<file path="config.mk">
export PLATFORM = sky130hd
export DESIGN_NAME = timed_wait_queue
export DESIGN_NICKNAME = d
export VERILOG_FILES = /design/src/hdl/twq_pkg.sv /design/src/hdl/twq_ram.sv /design/src/hdl/twq_out.sv /design/src/hdl/twq_ctrl.sv /design/src/hdl/timed_wait_queue.sv
export SDC_FILE = /design/constraint.sdc
export NUM_CORES = 1
export LEC_CHECK = 0
export BUFFER_PORTS_ARGS = -buffer_cell sky130_fd_sc_hd__buf_2
export CORE_MARGIN = 3
export CORE_UTILIZATION = 55
export CTS_BUF_LIST = sky130_fd_sc_hd__clkbuf_2 sky130_fd_sc_hd__clkbuf_4 sky130_fd_sc_hd__clkbuf_8
export DETAILED_ROUTE_END_ITERATION = 10
export GPL_TIMING_DRIVEN = 1
export PLACE_DENSITY = 0.71
export SLEW_MARGIN = 20
export SYNTH_ARGS = -nofsm -noshare
export SYNTH_HDL_FRONTEND = slang
export SYNTH_SLANG_ARGS = --single-unit
export TNS_END_PERCENT = 50
</file>
<file path="constraint.sdc">
create_clock -name clk -period 10.95 [get_ports clk]
set_clock_uncertainty 0.15 [all_clocks]
set_input_delay 0.5475 -clock clk [delete_from_list [all_inputs] [get_ports clk]]
set_output_delay 0.5475 -clock clk [all_outputs]
set_load 0.01 [all_outputs]
</file>
<file path="src/hdl/twq_pkg.sv">
// shared types, constants and width helpers for the timed wait queue
// no dependencies; imported by twq_ctrl, twq_out and timed_wait_queue
`default_nettype none

package twq_pkg;

    localparam int DEPTH   = 16;
    localparam int ID_BITS = 16;
    localparam int TICK_W  = 16;
    localparam int FIELD_W = 16;
    localparam int OCC_W   = 5;
    localparam int IDX_W   = (DEPTH > 1) ? $clog2(DEPTH) : 1;
    localparam int CNT_W   = $clog2(DEPTH + 1);
    localparam int SLOT_W  = ID_BITS + TICK_W;

    // command codes
    localparam logic [2:0] CMD_PUSH   = 3'd0;
    localparam logic [2:0] CMD_POP    = 3'd1;
    localparam logic [2:0] CMD_REMOVE = 3'd2;
    localparam logic [2:0] CMD_TICK   = 3'd3;
    localparam logic [2:0] CMD_FIND   = 3'd4;
    localparam logic [2:0] CMD_CLEAR  = 3'd5;

    // result kinds
    localparam logic [2:0] K_ACK      = 3'd0;
    localparam logic [2:0] K_POPPED   = 3'd1;
    localparam logic [2:0] K_TIMEOUT  = 3'd2;
    localparam logic [2:0] K_FOUND    = 3'd3;
    localparam logic [2:0] K_NOTFOUND = 3'd4;
    localparam logic [2:0] K_FULL     = 3'd5;
    localparam logic [2:0] K_EMPTY    = 3'd6;

    typedef struct packed {
        logic [ID_BITS-1:0] id;
        logic [TICK_W-1:0]  ticks;
    } slot_t;

    typedef struct packed {
        logic [2:0]         kind;
        logic [FIELD_W-1:0] out_id;
        logic               signalled;
        logic [OCC_W-1:0]   occupancy;
        logic               last;
    } res_t;

    typedef struct packed {
        logic             rd_en;
        logic [IDX_W-1:0] rd_addr;
        logic             wr_en;
        logic [IDX_W-1:0] wr_addr;
        slot_t            wr_data;
    } ram_req_t;

    // port id to stored id: keep the low ID_BITS bits
    function automatic logic [ID_BITS-1:0] to_slot_id(input logic [FIELD_W-1:0] v);
        logic [31:0] wide;
        wide = {16'b0, v};
        return wide[ID_BITS-1:0];
    endfunction

    // stored id back to the 16-bit port
    function automatic logic [FIELD_W-1:0] from_slot_id(input logic [ID_BITS-1:0] v);
        logic [31:0] wide;
        wide = 32'(v);
        return wide[FIELD_W-1:0];
    endfunction

    // entry count to the 5-bit occupancy field
    function automatic logic [OCC_W-1:0] to_occ(input logic [CNT_W-1:0] v);
        logic [7:0] wide;
        wide = 8'(v);
        return wide[OCC_W-1:0];
    endfunction

endpackage

`default_nettype wire

</file>
<file path="src/hdl/twq_ram.sv">
// generic simple dual-port ram, one write and one registered read port
// no dependencies
`default_nettype none

module twq_ram #(
    parameter int WIDTH = 32,
    parameter int DEPTH = 16,
    localparam int AW = (DEPTH > 1) ? $clog2(DEPTH) : 1
) (
    input  wire logic             clk,
    input  wire logic             rd_en,
    input  wire logic [AW-1:0]    rd_addr,
    output logic      [WIDTH-1:0] rd_data,
    input  wire logic             wr_en,
    input  wire logic [AW-1:0]    wr_addr,
    input  wire logic [WIDTH-1:0] wr_data
);

    logic [WIDTH-1:0] mem [DEPTH];

    always_ff @(posedge clk)
    begin
        if (wr_en)
        begin
            mem[wr_addr] <= wr_data;
        end
    end

    // read data holds while rd_en is low
    always_ff @(posedge clk)
    begin
        if (rd_en)
        begin
            rd_data <= mem[rd_addr];
        end
    end

endmodule

`default_nettype wire

</file>
<file path="src/hdl/twq_out.sv">
// result register between the controller and the result channel
// depends on twq_pkg
`default_nettype none

module twq_out (
    input  wire logic           clk,
    input  wire logic           rst_n,
    input  wire logic           push,
    input  wire twq_pkg::res_t  push_res,
    output logic                can_push,
    output logic                rsp_valid,
    input  wire logic           rsp_stall,
    output twq_pkg::res_t       rsp_res
);
    import twq_pkg::*;

    logic valid_reg;
    res_t res_reg;

    assign can_push  = !valid_reg || !rsp_stall;
    assign rsp_valid = valid_reg;
    assign rsp_res   = res_reg;

    always_ff @(posedge clk or negedge rst_n)
    begin
        if (!rst_n)
        begin
            valid_reg <= 1'b0;
            res_reg   <= '0;
        end
        else if (push)
        begin
            valid_reg <= 1'b1;
            res_reg   <= push_res;
        end
        else if (!rsp_stall)
        begin
            valid_reg <= 1'b0;
        end
    end

endmodule

`default_nettype wire

</file>
<file path="src/hdl/twq_ctrl.sv">
// command sequencer: commands finished in the accept cycle and the slot walk with compaction
// depends on twq_pkg; drives twq_ram through a ram_req_t and feeds twq_out
`default_nettype none

module twq_ctrl (
    input  wire logic                         clk,
    input  wire logic                         rst_n,
    input  wire logic                         req_valid,
    output logic                              req_stall,
    input  wire logic [2:0]                   cmd,
    input  wire logic [twq_pkg::FIELD_W-1:0]  task_id,
    input  wire logic [twq_pkg::TICK_W-1:0]   wait_ticks,
    output twq_pkg::ram_req_t                 ram_req,
    input  wire twq_pkg::slot_t               rd_data,
    output logic                              emit,
    output twq_pkg::res_t                     emit_res,
    input  wire logic                         can_push
);
    import twq_pkg::*;

    typedef enum logic {ST_IDLE, ST_WALK} state_t;
    typedef enum logic [1:0] {M_TICK, M_REMOVE, M_POP, M_FIND} mode_t;

    state_t             state_reg, state_next;
    mode_t              mode_reg, mode_next;
    logic [CNT_W-1:0]   count_reg, count_next;
    logic [CNT_W-1:0]   n_reg, n_next;
    logic [CNT_W-1:0]   rd_idx_reg, rd_idx_next;
    logic [CNT_W-1:0]   wr_idx_reg, wr_idx_next;
    logic               proc_valid_reg, proc_valid_next;
    logic [ID_BITS-1:0] key_reg, key_next;
    logic               found_reg, found_next;
    logic [ID_BITS-1:0] found_id_reg, found_id_next;
    logic               pend_valid_reg, pend_valid_next;
    res_t               pend_reg, pend_next;

    logic               accept;
    logic               hold;
    logic               match;
    logic [ID_BITS-1:0] in_id;

    assign req_stall = (state_reg != ST_IDLE) || !can_push;
    assign accept    = req_valid && !req_stall;
    assign in_id     = to_slot_id(task_id);

    always_comb
    begin
        state_next      = state_reg;
        mode_next       = mode_reg;
        count_next      = count_reg;
        n_next          = n_reg;
        rd_idx_next     = rd_idx_reg;
        wr_idx_next     = wr_idx_reg;
        proc_valid_next = proc_valid_reg;
        key_next        = key_reg;
        found_next      = found_reg;
        found_id_next   = found_id_reg;
        pend_valid_next = pend_valid_reg;
        pend_next       = pend_reg;
        ram_req         = '0;
        emit            = 1'b0;
        emit_res        = '0;
        emit_res.last   = 1'b1;
        hold            = 1'b0;
        match           = 1'b0;

        unique case (state_reg)
            ST_IDLE:
            begin
                if (accept)
                begin
                    // walk setup, used by the commands that go through the slots
                    n_next          = count_reg;
                    rd_idx_next     = '0;
                    wr_idx_next     = '0;
                    proc_valid_next = 1'b0;
                    found_next      = 1'b0;
                    pend_valid_next = 1'b0;
                    key_next        = in_id;
                    unique case (cmd)
                        CMD_PUSH:
                        begin
                            emit = 1'b1;
                            emit_res.out_id = from_slot_id(in_id);
                            if (count_reg == CNT_W'(DEPTH))
                            begin
                                emit_res.kind      = K_FULL;
                                emit_res.occupancy = to_occ(count_reg);
                            end
                            else
                            begin
                                ram_req.wr_en         = 1'b1;
                                ram_req.wr_addr       = count_reg[IDX_W-1:0];
                                ram_req.wr_data.id    = in_id;
                                ram_req.wr_data.ticks = wait_ticks;
                                count_next            = count_reg + 1'b1;
                                emit_res.kind         = K_ACK;
                                emit_res.occupancy    = to_occ(count_reg + 1'b1);
                            end
                        end
                        CMD_POP:
                        begin
                            if (count_reg == '0)
                            begin
                                emit          = 1'b1;
                                emit_res.kind = K_EMPTY;
                            end
                            else
                            begin
                                mode_next  = M_POP;
                                state_next = ST_WALK;
                            end
                        end
                        CMD_REMOVE:
                        begin
                            mode_next  = M_REMOVE;
                            state_next = ST_WALK;
                        end
                        CMD_TICK:
                        begin
                            mode_next  = M_TICK;
                            state_next = ST_WALK;
                        end
                        CMD_FIND:
                        begin
                            mode_next  = M_FIND;
                            state_next = ST_WALK;
                        end
                        CMD_CLEAR:
                        begin
                            count_next    = '0;
                            emit          = 1'b1;
                            emit_res.kind = K_ACK;
                        end
                        default:
                        begin
                            emit               = 1'b1;
                            emit_res.kind      = K_ACK;
                            emit_res.occupancy = to_occ(count_reg);
                        end
                    endcase
                end
            end

            ST_WALK:
            begin
                // process the slot returned by the last read
                if (proc_valid_reg)
                begin
                    unique case (mode_reg)
                        M_TICK:
                        begin
                            if (rd_data.ticks == TICK_W'(1))
                            begin
                                // expiry: the held timeout goes out first
                                if (pend_valid_reg && !can_push)
                                begin
                                    hold = 1'b1;
                                end
                                else
                                begin
                                    if (pend_valid_reg)
                                    begin
                                        emit          = 1'b1;
                                        emit_res      = pend_reg;
                                        emit_res.last = 1'b0;
                                    end
                                    pend_valid_next     = 1'b1;
                                    pend_next.kind      = K_TIMEOUT;
                                    pend_next.out_id    = from_slot_id(rd_data.id);
                                    pend_next.signalled = 1'b0;
                                    pend_next.occupancy = to_occ(count_reg - 1'b1);
                                    pend_next.last      = 1'b1;
                                    count_next          = count_reg - 1'b1;
                                end
                            end
                            else
                            begin
                                ram_req.wr_en         = 1'b1;
                                ram_req.wr_addr       = wr_idx_reg[IDX_W-1:0];
                                ram_req.wr_data.id    = rd_data.id;
                                ram_req.wr_data.ticks = (rd_data.ticks != '0) ?
                                                        rd_data.ticks - 1'b1 : '0;
                                wr_idx_next           = wr_idx_reg + 1'b1;
                            end
                        end
                        M_REMOVE, M_POP:
                        begin
                            match = (mode_reg == M_POP) ? 1'b1 : (rd_data.id == key_reg);
                            if (!found_reg && match)
                            begin
                                found_next    = 1'b1;
                                found_id_next = rd_data.id;
                            end
                            else
                            begin
                                ram_req.wr_en   = 1'b1;
                                ram_req.wr_addr = wr_idx_reg[IDX_W-1:0];
                                ram_req.wr_data = rd_data;
                                wr_idx_next     = wr_idx_reg + 1'b1;
                            end
                        end
                        M_FIND:
                        begin
                            if (rd_data.id == key_reg)
                            begin
                                found_next = 1'b1;
                            end
                        end
                        default:
                        begin
                        end
                    endcase
                end

                // issue the next read unless the stage is held
                if (!hold)
                begin
                    if (rd_idx_reg < n_reg)
                    begin
                        ram_req.rd_en   = 1'b1;
                        ram_req.rd_addr = rd_idx_reg[IDX_W-1:0];
                        rd_idx_next     = rd_idx_reg + 1'b1;
                        proc_valid_next = 1'b1;
                    end
                    else
                    begin
                        proc_valid_next = 1'b0;
                    end
                end

                // walk done: deliver the closing result
                if (!proc_valid_reg && (rd_idx_reg == n_reg) && can_push)
                begin
                    emit       = 1'b1;
                    state_next = ST_IDLE;
                    unique case (mode_reg)
                        M_TICK:
                        begin
                            if (pend_valid_reg)
                            begin
                                emit_res = pend_reg;
                            end
                            else
                            begin
                                emit_res.kind      = K_ACK;
                                emit_res.occupancy = to_occ(count_reg);
                            end
                        end
                        M_REMOVE:
                        begin
                            emit_res.out_id = from_slot_id(key_reg);
                            if (found_reg)
                            begin
                                emit_res.kind      = K_ACK;
                                emit_res.occupancy = to_occ(count_reg - 1'b1);
                                count_next         = count_reg - 1'b1;
                            end
                            else
                            begin
                                emit_res.kind      = K_NOTFOUND;
                                emit_res.occupancy = to_occ(count_reg);
                            end
                        end
                        M_POP:
                        begin
                            emit_res.kind      = K_POPPED;
                            emit_res.out_id    = from_slot_id(found_id_reg);
                            emit_res.signalled = 1'b1;
                            emit_res.occupancy = to_occ(count_reg - 1'b1);
                            count_next         = count_reg - 1'b1;
                        end
                        M_FIND:
                        begin
                            emit_res.kind      = found_reg ? K_FOUND : K_NOTFOUND;
                            emit_res.out_id    = from_slot_id(key_reg);
                            emit_res.occupancy = to_occ(count_reg);
                        end
                        default:
                        begin
                        end
                    endcase
                end
            end

            default:
            begin
                state_next = ST_IDLE;
            end
        endcase
    end

    always_ff @(posedge clk or negedge rst_n)
    begin
        if (!rst_n)
        begin
            state_reg      <= ST_IDLE;
            mode_reg       <= M_TICK;
            count_reg      <= '0;
            n_reg          <= '0;
            rd_idx_reg     <= '0;
            wr_idx_reg     <= '0;
            proc_valid_reg <= 1'b0;
            key_reg        <= '0;
            found_reg      <= 1'b0;
            found_id_reg   <= '0;
            pend_valid_reg <= 1'b0;
            pend_reg       <= '0;
        end
        else
        begin
            state_reg      <= state_next;
            mode_reg       <= mode_next;
            count_reg      <= count_next;
            n_reg          <= n_next;
            rd_idx_reg     <= rd_idx_next;
            wr_idx_reg     <= wr_idx_next;
            proc_valid_reg <= proc_valid_next;
            key_reg        <= key_next;
            found_reg      <= found_next;
            found_id_reg   <= found_id_next;
            pend_valid_reg <= pend_valid_next;
            pend_reg       <= pend_next;
        end
    end

endmodule

`default_nettype wire

</file>
<file path="src/hdl/timed_wait_queue.sv">
// top level of the timed wait queue: controller, slot ram and result register
// depends on twq_pkg, twq_ram, twq_out and twq_ctrl
`default_nettype none

// Timed wait queue: an ordered queue of up to DEPTH waiting task ids, each
// with a tick count (0 waits forever). Ids and counts live in one slot ram
// kept in queue order from slot 0; a request is taken only while the queue
// is idle and the result register can take a result. Push, clear, an empty
// pop and the unused codes finish in the accept cycle. Pop, remove, find and
// tick walk the occupied slots through the ram's single registered read
// port, one slot per cycle unless a tick is held by a stalled result
// channel; pop, remove and tick compact in place through the write port
// behind the read pointer; a stalled result channel delays the end of a walk.
// A tick holds each timeout back until the next one or the end of the walk
// is seen so that the final result carries last. No clearing pass follows
// reset: only slots below the entry count are ever read.

module timed_wait_queue (
    input  wire logic                        clk,
    input  wire logic                        rst_n,
    // request channel
    input  wire logic                        req_valid,
    output logic                             req_stall,
    input  wire logic [2:0]                  cmd,
    input  wire logic [twq_pkg::FIELD_W-1:0] task_id,
    input  wire logic [twq_pkg::TICK_W-1:0]  wait_ticks,
    // result channel
    output logic                             rsp_valid,
    input  wire logic                        rsp_stall,
    output logic [2:0]                       kind,
    output logic [twq_pkg::FIELD_W-1:0]      out_id,
    output logic                             signalled,
    output logic [twq_pkg::OCC_W-1:0]        occupancy,
    output logic                             last
);
    import twq_pkg::*;

    ram_req_t ram_req;
    slot_t    rd_data;
    logic     emit;
    res_t     emit_res;
    logic     can_push;
    res_t     rsp_res;

    // sequencer for all commands
    twq_ctrl u_ctrl (
        .clk        (clk),
        .rst_n      (rst_n),
        .req_valid  (req_valid),
        .req_stall  (req_stall),
        .cmd        (cmd),
        .task_id    (task_id),
        .wait_ticks (wait_ticks),
        .ram_req    (ram_req),
        .rd_data    (rd_data),
        .emit       (emit),
        .emit_res   (emit_res),
        .can_push   (can_push)
    );

    // slot storage: id and remaining ticks per entry
    twq_ram #(
        .WIDTH (SLOT_W),
        .DEPTH (DEPTH)
    ) u_ram (
        .clk     (clk),
        .rd_en   (ram_req.rd_en),
        .rd_addr (ram_req.rd_addr),
        .rd_data (rd_data),
        .wr_en   (ram_req.wr_en),
        .wr_addr (ram_req.wr_addr),
        .wr_data (ram_req.wr_data)
    );

    // result register decouples the walk from the result channel
    twq_out u_out (
        .clk       (clk),
        .rst_n     (rst_n),
        .push      (emit),
        .push_res  (emit_res),
        .can_push  (can_push),
        .rsp_valid (rsp_valid),
        .rsp_stall (rsp_stall),
        .rsp_res   (rsp_res)
    );

    assign kind      = rsp_res.kind;
    assign out_id    = rsp_res.out_id;
    assign signalled = rsp_res.signalled;
    assign occupancy = rsp_res.occupancy;
    assign last      = rsp_res.last;

endmodule

`default_nettype wire

</file>
==> load_flow_metrics.sql, run 1 <==
INSERT INTO impl_metrics (metric_group, metric, value, unit) VALUES
('outcome', 'outcome', 'finished, final reports clean', ''),
('grt', 'wire_length_of_the_first_global_routing_pass', '112000', 'um'),
('critical_path', 'critPathArrivalTime', '4960', 'ps'),
('layout', 'fin_nets', '2227', ''),
('placement', 'placed_cell_area', '28800', 'um2'),
('timing', 'worst_slew_margin_rel', '24.9', '%'),
('floorplan', 'design.portCount', '67', ''),
('layout', 'largest_register_ff_count', '512', ''),
('timing', 'grt_setup_unrepaired', 'no', ''),
('yosys', 'async_flop_share', '16.3', '%'),
('min_path', 'min_path_type', 'in -> reg', ''),
('yosys', 'post_synth_main_area_contributors', 'sky130_fd_sc_hd__edfxtp_1 59%, sky130_fd_sc_hd__dfrtp_1 9.6%, sky130_fd_sc_hd__nand2_1 3.5%, sky130_fd_sc_hd__mux2_2 2.6%, sky130_fd_sc_hd__a211oi_1 2.0%', ''),
('yosys', 'commonest_cells_in_the_netlist', '544 x sky130_fd_sc_hd__edfxtp_1, 256 x sky130_fd_sc_hd__nand2_1, 109 x sky130_fd_sc_hd__a21oi_1', ''),
('critical_path', 'crit_family', 'simple AND/OR/NAND/NOR gates', ''),
('floorplan', 'die_area', '53000', 'um2'),
('clock_tree', 'tritoncts', 'yes', ''),
('yosys', 'synth_cells', '2061', ''),
('floorplan', 'coreArea', '49300', 'um2'),
('job', 'max_capacitance_violation_count', '0', ''),
('layout', 'multiInputGateArea', '8130', 'um2'),
('yosys', 'synth_edf_count', '544', ''),
('clock_tree', 'cts_root_buffer_type', 'sky130_fd_sc_hd__clkbuf_8', ''),
('detailed_routing', 'routed_via_density', '6.43', ''),
('floorplan', 'die_height', '230', 'um'),
('placement', 'dpl_worst_slack', '6380', 'ps'),
('clock_tree', 'postCtsSetupBuffers', '0', ''),
('layout', 'filler_cell_count', '3686', ''),
('power_and_ir_drop', 'net-switching-power', '0.00332', 'W'),
('min_path', 'hold_path_depth', '4', ''),
('timing', 'finalSetupTns', '0', 'ps'),
('yosys', 'post_syn_nets', '2119', ''),
('critical_path', 'slowest_delay', '960', 'ps'),
('timing', 'layout_worst_path_cycle_share', '42.8', '%'),
('critical_path', 'worstRegToRegCells', '8', ''),
('layout', 'area.growth.synth_to_final', '12.5', '%'),
('critical_path', 'cp_num_buf_inv', '1', ''),
('yosys', 'most_numerous_cell_in_the_yosys_netlist', 'sky130_fd_sc_hd__edfxtp_1', ''),
('layout', 'final_cell_area', '31100', 'um2'),
('critical_path', 'reg2reg_slack', '6260', 'ps'),
('power_and_ir_drop', 'power.share.clock', '23.3', '%'),
('yosys', 'synth_top_cell_by_area', 'sky130_fd_sc_hd__edfxtp_1', ''),
('critical_path', 'required', '11230', 'ps'),
('layout', 'drive_above_1_share', '19.4', '%'),
('timing', 'slew_violations', '0', ''),
('timing', 'tightest_slew', '1120', 'ps'),
('timing', 'achievable-frequency', '213', 'MHz'),
('floorplan', 'die_w', '230', 'um'),
('grt', 'antenna_found_initial', '0', ''),
('power_and_ir_drop', 'p_seq_share', '41.4', '%'),
('power_and_ir_drop', 'cellLeakagePower', '11.0', 'nW'),
('grt', 'grt_start_max_net_pins', '89', ''),
('yosys', 'post_synthesis_cell_area', '27600', 'um2'),
('critical_path', 'crit_slowest_cell', 'sky130_fd_sc_hd__and3_2', ''),
('timing', 'finalWorstPathRequiredPeriod', '4690', 'ps'),
('grt', 'grt_pass1_vias', '18775', ''),
('yosys', 'ys_seq_area_share', '68.7', '%'),
('power_and_ir_drop', 'p_sw_share', '37.7', '%'),
('detailed_routing', 'drt_wl_total', '74400', 'um'),
('detailed_routing', 'postRouteAntennaNets', '0', ''),
('critical_path', 'worstReg2RegStart', 'u_ctrl.mode_reg[0]$_DFFE_PN0P_', ''),
('power_and_ir_drop', 'power.density_cell_area', '283', 'nW/um2'),
('yosys', 'proportion_of_netlist_area_held_by_the_largest_area_contributor', '59.1', '%'),
('layout', 'layout.core_utilization', '63.1', '%'),
('power_and_ir_drop', 'power.ir.vdd_worst', '0.260', 'mV'),
('grt', 'overflow', '0', ''),
('power_and_ir_drop', 'power.share.combinational', '35.3', '%'),
('placement', 'gp_congestion', '0.918', ''),
('detailed_routing', 'drt-initial-drc-count', '2437', ''),
('power_and_ir_drop', 'power', '0.00880', 'W'),
('clock_tree', 'worst_skew_pair.late_latency', '710', 'ps'),
('critical_path', 'timing_worst_setup_path_type', 'reg -> reg', '');
-- power groups by stage --
stage | Clock, W | Combinational, W | Sequential, W
finish | 0.00205 | 0.00311 | 0.00364
floorplan | 0 | 0.00204 | 0.00357
global placement | 0 | 0.00298 | 0.00366
detailed placement | 0 | 0.00304 | 0.00367
global route | 0.00219 | 0.00334 | 0.00367
CTS | 0.00208 | 0.00306 | 0.00363
-- kinds of logic after synthesis --
kind of cell             Yosys count  synth area share [%]
flip-flops                       650                  68.7
AND/OR/NAND/NOR                  597                  10.4
AO/OA/AOI/OAI                    504                  12.9
buffers and inverters            169                  2.55
multiplexers                      97                  3.85
XOR/XNOR                          25                 0.792
adder cells (fa/ha/maj)           19                 0.860
-- placed cells by master (no fill, tap or decap), types with 32 or more instances in the layout --
cell	n
sky130_fd_sc_hd__a211oi_1	75
sky130_fd_sc_hd__a21oi_1	109
sky130_fd_sc_hd__a221oi_1	41
sky130_fd_sc_hd__a22o_1	37
sky130_fd_sc_hd__a22oi_1	40
sky130_fd_sc_hd__and2_1	38
sky130_fd_sc_hd__buf_2	65
sky130_fd_sc_hd__buf_4	53
sky130_fd_sc_hd__clkbuf_4	50
sky130_fd_sc_hd__clkbuf_8	110
sky130_fd_sc_hd__dfrtp_1	105
sky130_fd_sc_hd__edfxtp_1	544
sky130_fd_sc_hd__mux2_2	64
sky130_fd_sc_hd__mux2i_1	32
sky130_fd_sc_hd__nand2_1	256
sky130_fd_sc_hd__nand3_1	70
sky130_fd_sc_hd__nor2_1	59
sky130_fd_sc_hd__nor3_1	42
sky130_fd_sc_hd__o21ai_0	62
-- through the flow --
step	hold slack, ps	cells
after floorplan	102	2061
after CTS	23.8	2908
after detailed placement	342	2706
after global placement	320	2705
final	76.4	2910
after global routing	46.8	2910
-- worst min-delay path, cell delays in order --
cell and delay [ps]:
sky130_fd_sc_hd__buf_2 110, sky130_fd_sc_hd__nand2_1 90, sky130_fd_sc_hd__nand3_1 100, sky130_fd_sc_hd__nand2_1 50
-- per-layer routing --
layer | routed length (um) | vias up | share of wire, % | global-route usage, %
met5 | 0 | - | 0 | 0
met1 | 30000 | 9266 | 40 | 38.7
met4 | 2870 | 0 | 3.9 | 12.0
met2 | 34800 | 1073 | 47 | 44.0
li1 | - | 8176 | - | -
met3 | 6680 | 194 | 9.0 | 4.88
-- how the worst max path moves through the flow --
stage | startpoint | cells after the start | to | slack [ps]
floorplan | cmd[1] | 8 | u_ram.mem[2][0]$_DFFE_PP_ | 6050
global route | u_ctrl.mode_reg[0]$_DFFE_PN0P_ | 8 | u_ram.rd_data[12]$_DFFE_PP_ | 6120
CTS | u_ctrl.mode_reg[0]$_DFFE_PN0P_ | 8 | u_ram.rd_data[19]$_DFFE_PP_ | 6320
detailed placement | u_ctrl.mode_reg[0]$_DFFE_PN0P_ | 8 | u_ram.rd_data[16]$_DFFE_PP_ | 6380
finish | u_ctrl.mode_reg[0]$_DFFE_PN0P_ | 8 | u_ram.rd_data[16]$_DFFE_PP_ | 6260
global placement | u_ctrl.mode_reg[0]$_DFFE_PN0P_ | 8 | u_ram.rd_data[21]$_DFFE_PP_ | 6580
-- final cells by class --
class,count,share of cell area (%)
sequential,650,61.1
inverter,31,0.374
clock inverter,25,0.560
timing repair buffer,139,3.06
clock buffer,159,6.06
multi-input combinational,1242,26.2
tap,664,2.67
Power figures use the tool's default switching activity.
==> inputs of run 2 (changes only) <==
--- a/config.mk
+++ b/config.mk
@@ -11,7 +11,7 @@
 export CTS_BUF_LIST = sky130_fd_sc_hd__clkbuf_2 sky130_fd_sc_hd__clkbuf_4 sky130_fd_sc_hd__clkbuf_8
 export DETAILED_ROUTE_END_ITERATION = 10
 export GPL_TIMING_DRIVEN = 1
-export PLACE_DENSITY = 0.71
+export PLACE_DENSITY = 0.74
 export SLEW_MARGIN = 20
 export SYNTH_ARGS = -nofsm -noshare
 export SYNTH_HDL_FRONTEND = slang
==> constraint.sdc (replaced) <==
create_clock -name clk -period 4 [get_ports clk]
set_clock_uncertainty 0.15 [all_clocks]
set_input_delay 0.2 -clock clk [delete_from_list [all_inputs] [get_ports clk]]
set_output_delay 0.2 -clock clk [all_outputs]
set_load 0.01 [all_outputs]
==> run 2 against run 1 <==
Count of clock-buffer cells in the layout fell by 19; non-clock buffer count rose by 65; global-route usage rose by 0.25 points; via count is 2.4% higher; die area is the same; power increased to 2.8 times the previous value; critical endpoint is now u_ram.mem[12][18]$_DFFE_PP_.
==> load_flow_metrics.sql, run 2 (synthesis gave the netlist of run 1 again) <==
INSERT INTO impl_metrics (metric_group, metric, value, unit) VALUES
('outcome', 'outcome', 'finished, final reports clean', ''),
('critical_path', 'timing.critical_path.from_type', 'register', ''),
('grt', 'wire_length_of_the_first_global_routing_pass', '114000', 'um'),
('clock_tree', 'clk_path_buf_depth', '3', ''),
('clock_tree', 'postCtsSetupBuffers', '0', ''),
('detailed_routing', 'routed_via_density', '6.43', ''),
('grt', 'overflow', '0', ''),
('floorplan', 'fp-row-count', '81', ''),
('timing', 'slew_violations', '0', ''),
('detailed_routing', 'postRouteAntennaNets', '0', ''),
('layout', 'layout.cells.non_filler', '2979', ''),
('timing', 'grt_setup_unrepaired', 'no', ''),
('floorplan', 'design.portCount', '67', ''),
('floorplan', 'die_w', '230', 'um'),
('job', 'max_capacitance_violation_count', '0', ''),
('critical_path', 'worst-path-max-fanout', '22', ''),
('grt', 'groute.usage.overall', '28.2', '%'),
('critical_path', 'required', '4200', 'ps'),
('detailed_routing', 'route.vias.total', '19165', ''),
('layout', 'fin_nets', '2288', ''),
('critical_path', 'timing_worst_setup_path_type', 'reg -> reg', ''),
('timing', 'worst_slew_margin_rel', '28.6', '%'),
('timing', 'tightest_slew', '1070', 'ps'),
('layout', 'drive_above_1_share', '20.7', '%'),
('grt', 'grt_pass1_vias', '18919', ''),
('power_and_ir_drop', 'power', '0.0246', 'W'),
('floorplan', 'initial_standard_cell_utilization_of_the_core', '56.1', '%'),
('floorplan', 'die_area', '53000', 'um2'),
('timing', 'finalWorstPathRequiredPeriod', '3780', 'ps'),
('power_and_ir_drop', 'power.density_cell_area', '775', 'nW/um2'),
('clock_tree', 'clock_tree.htree_level_count', '3', ''),
('floorplan', 'die_height', '230', 'um'),
('detailed_routing', 'drt_wl_total', '75600', 'um'),
('clock_tree', 'tritoncts', 'yes', ''),
('clock_tree', 'worst_skew_pair.late_latency', '710', 'ps'),
('placement', 'port_buffers', '66', ''),
('layout', 'filler_cell_count', '3633', ''),
('layout', 'area.growth.synth_to_final', '15.0', '%'),
('power_and_ir_drop', 'power.ir.vdd_worst', '0.450', 'mV'),
('clock_tree', 'cts_root_buffer_type', 'sky130_fd_sc_hd__clkbuf_8', ''),
('layout', 'regMostFlops', 'u_ram.mem', ''),
('layout', 'final_common_cell', 'sky130_fd_sc_hd__edfxtp_1', ''),
('clock_tree', 'clock_sink_count', '650', ''),
('timing', 'finalSetupTns', '0', 'ps'),
('placement', 'dpl_worst_slack', '235', 'ps'),
('critical_path', 'slowest_delay', '580', 'ps'),
('placement', 'dp_hpwl', '45500', 'um'),
('critical_path', 'worstSetupEndpointType', 'register', ''),
('placement', 'gp_congestion', '0.922', ''),
('critical_path', 'crit_slowest_cell', 'sky130_fd_sc_hd__a221o_1', ''),
('layout', 'mostFrequentLayoutCells', '544 x sky130_fd_sc_hd__edfxtp_1, 256 x sky130_fd_sc_hd__nand2_1, 109 x sky130_fd_sc_hd__a21oi_1, 107 x sky130_fd_sc_hd__clkbuf_8, 105 x sky130_fd_sc_hd__dfrtp_1', ''),
('detailed_routing', 'wire_per_inst', '25.4', 'um'),
('timing', 'layout_worst_path_cycle_share', '94.5', '%'),
('detailed_routing', 'drt-pass1-iter-count', '6', ''),
('min_path', 'min_path_type', 'in -> reg', ''),
('clock_tree', 'path_clk_slew', '60', 'ps'),
('detailed_routing', 'route.detailed.drc', '0', ''),
('placement', 'place.detailed.instances', '2755', ''),
('layout', 'largest_register_ff_count', '512', ''),
('critical_path', 'path_cells', 'xor2_1 > nor4_1 > a41oi_2 > o211ai_1 > nand2_1 > a221o_1 > nor2_4 > buf_4', ''),
('timing', 'hold_violations', '0', ''),
('power_and_ir_drop', 'cellLeakagePower', '11.4', 'nW'),
('grt', 'antenna_found_initial', '0', ''),
('clock_tree', 'cts-buffers-inserted', '101', ''),
('timing', 'achievable-frequency', '264', 'MHz'),
('detailed_routing', 'drt-initial-drc-count', '2444', ''),
('critical_path', 'critPathArrivalTime', '3980', 'ps'),
('floorplan', 'coreArea', '49300', 'um2'),
('timing', 'finalWorstSetupSlack', '219', 'ps'),
('timing', 'final_setup_violation_count', '0', ''),
('grt', 'grt_start_max_net_pins', '134', '');
run 2: cell count changes in the layout (fill, tap and decap cells not counted), sizes merged, moves of 6 or more:
cell         change
inv              -6
clkbuf          -20
dlygate4sd3     +17
buf             +49
clkinv          +24
run 2: worst paths after layout:
kind | from | slack [ps] | endpoint | depth (start not counted)
worst max register to register | u_ram.rd_data[24]$_DFFE_PP_ | 220 | u_ram.mem[12][18]$_DFFE_PP_ | 8
worst min-delay path | wait_ticks[0] | 130 | u_ram.mem[12][0]$_DFFE_PP_ | 2
max in group asynchronous | rst_n | 2840 | u_ctrl.pend_reg[15]$_DFFE_PN0P_ | 4
worst max-delay path | u_ram.rd_data[24]$_DFFE_PP_ | 220 | u_ram.mem[12][18]$_DFFE_PP_ | 8
worst min register to register | u_out.rsp_res[6]$_DFFE_PN0P_ | 340 | u_out.rsp_res[6]$_DFFE_PN0P_ | 1
min in group asynchronous | rst_n | 490 | u_ctrl.n_reg[3]$_DFFE_PN0P_ | 4
run 2: area by class of cell:
class / instances / area, um2 / area share, %
Sequential cell: 650 / 19000 / 59.8
Multi-Input combinational cell: 1242 / 8140 / 25.6
Clock buffer: 140 / 1720 / 5.41
Timing Repair Buffer: 204 / 1660 / 5.24
Tap cell: 664 / 831 / 2.61
Clock inverter: 47 / 305 / 0.961
Inverter: 31 / 116 / 0.366
Antenna cell: 1 / 2.50 / 0.00788
run 2: metal layers:
layer  GRT usage (%)  routed length (um)
met5               0                   0
met4            10.3                2460
met3            5.64                7590
met2            45.4               35800
met1            38.5               29800
run 2: metrics by stage:
step	hold slack (ps)	util, %	cell area [um2]
after floorplan	-246	-	27600
after CTS	91.0	64.5	31800
after global placement	151	59.6	29300
after detailed placement	156	59.6	29300
final	130	64.5	31800
after global routing	120	64.5	31800
run 2: what timing repair did:
action	in CTS	in global routing
resized for setup	0	3
hold buffers	36	0
endpoints found under the hold margin	229	0
endpoints found under the setup margin	0	172
run 2: where the power goes:
group / internal, W / total, W / switching (W)
logic: 0.00307 / 0.00921 / 0.00614
registers: 0.00915 / 0.00983 / 0.000681
clock network: 0.00298 / 0.00557 / 0.00259
total: 0.0152 / 0.0246 / 0.00941
run 2: critical path, delay by kind of cell, from the launching register on:
kind / cells / cell delay, ps
compound gates: 3 / 1250
xor+xnor: 1 / 240
flops: 1 / 520
simple gates: 3 / 940
buf+inv: 1 / 320
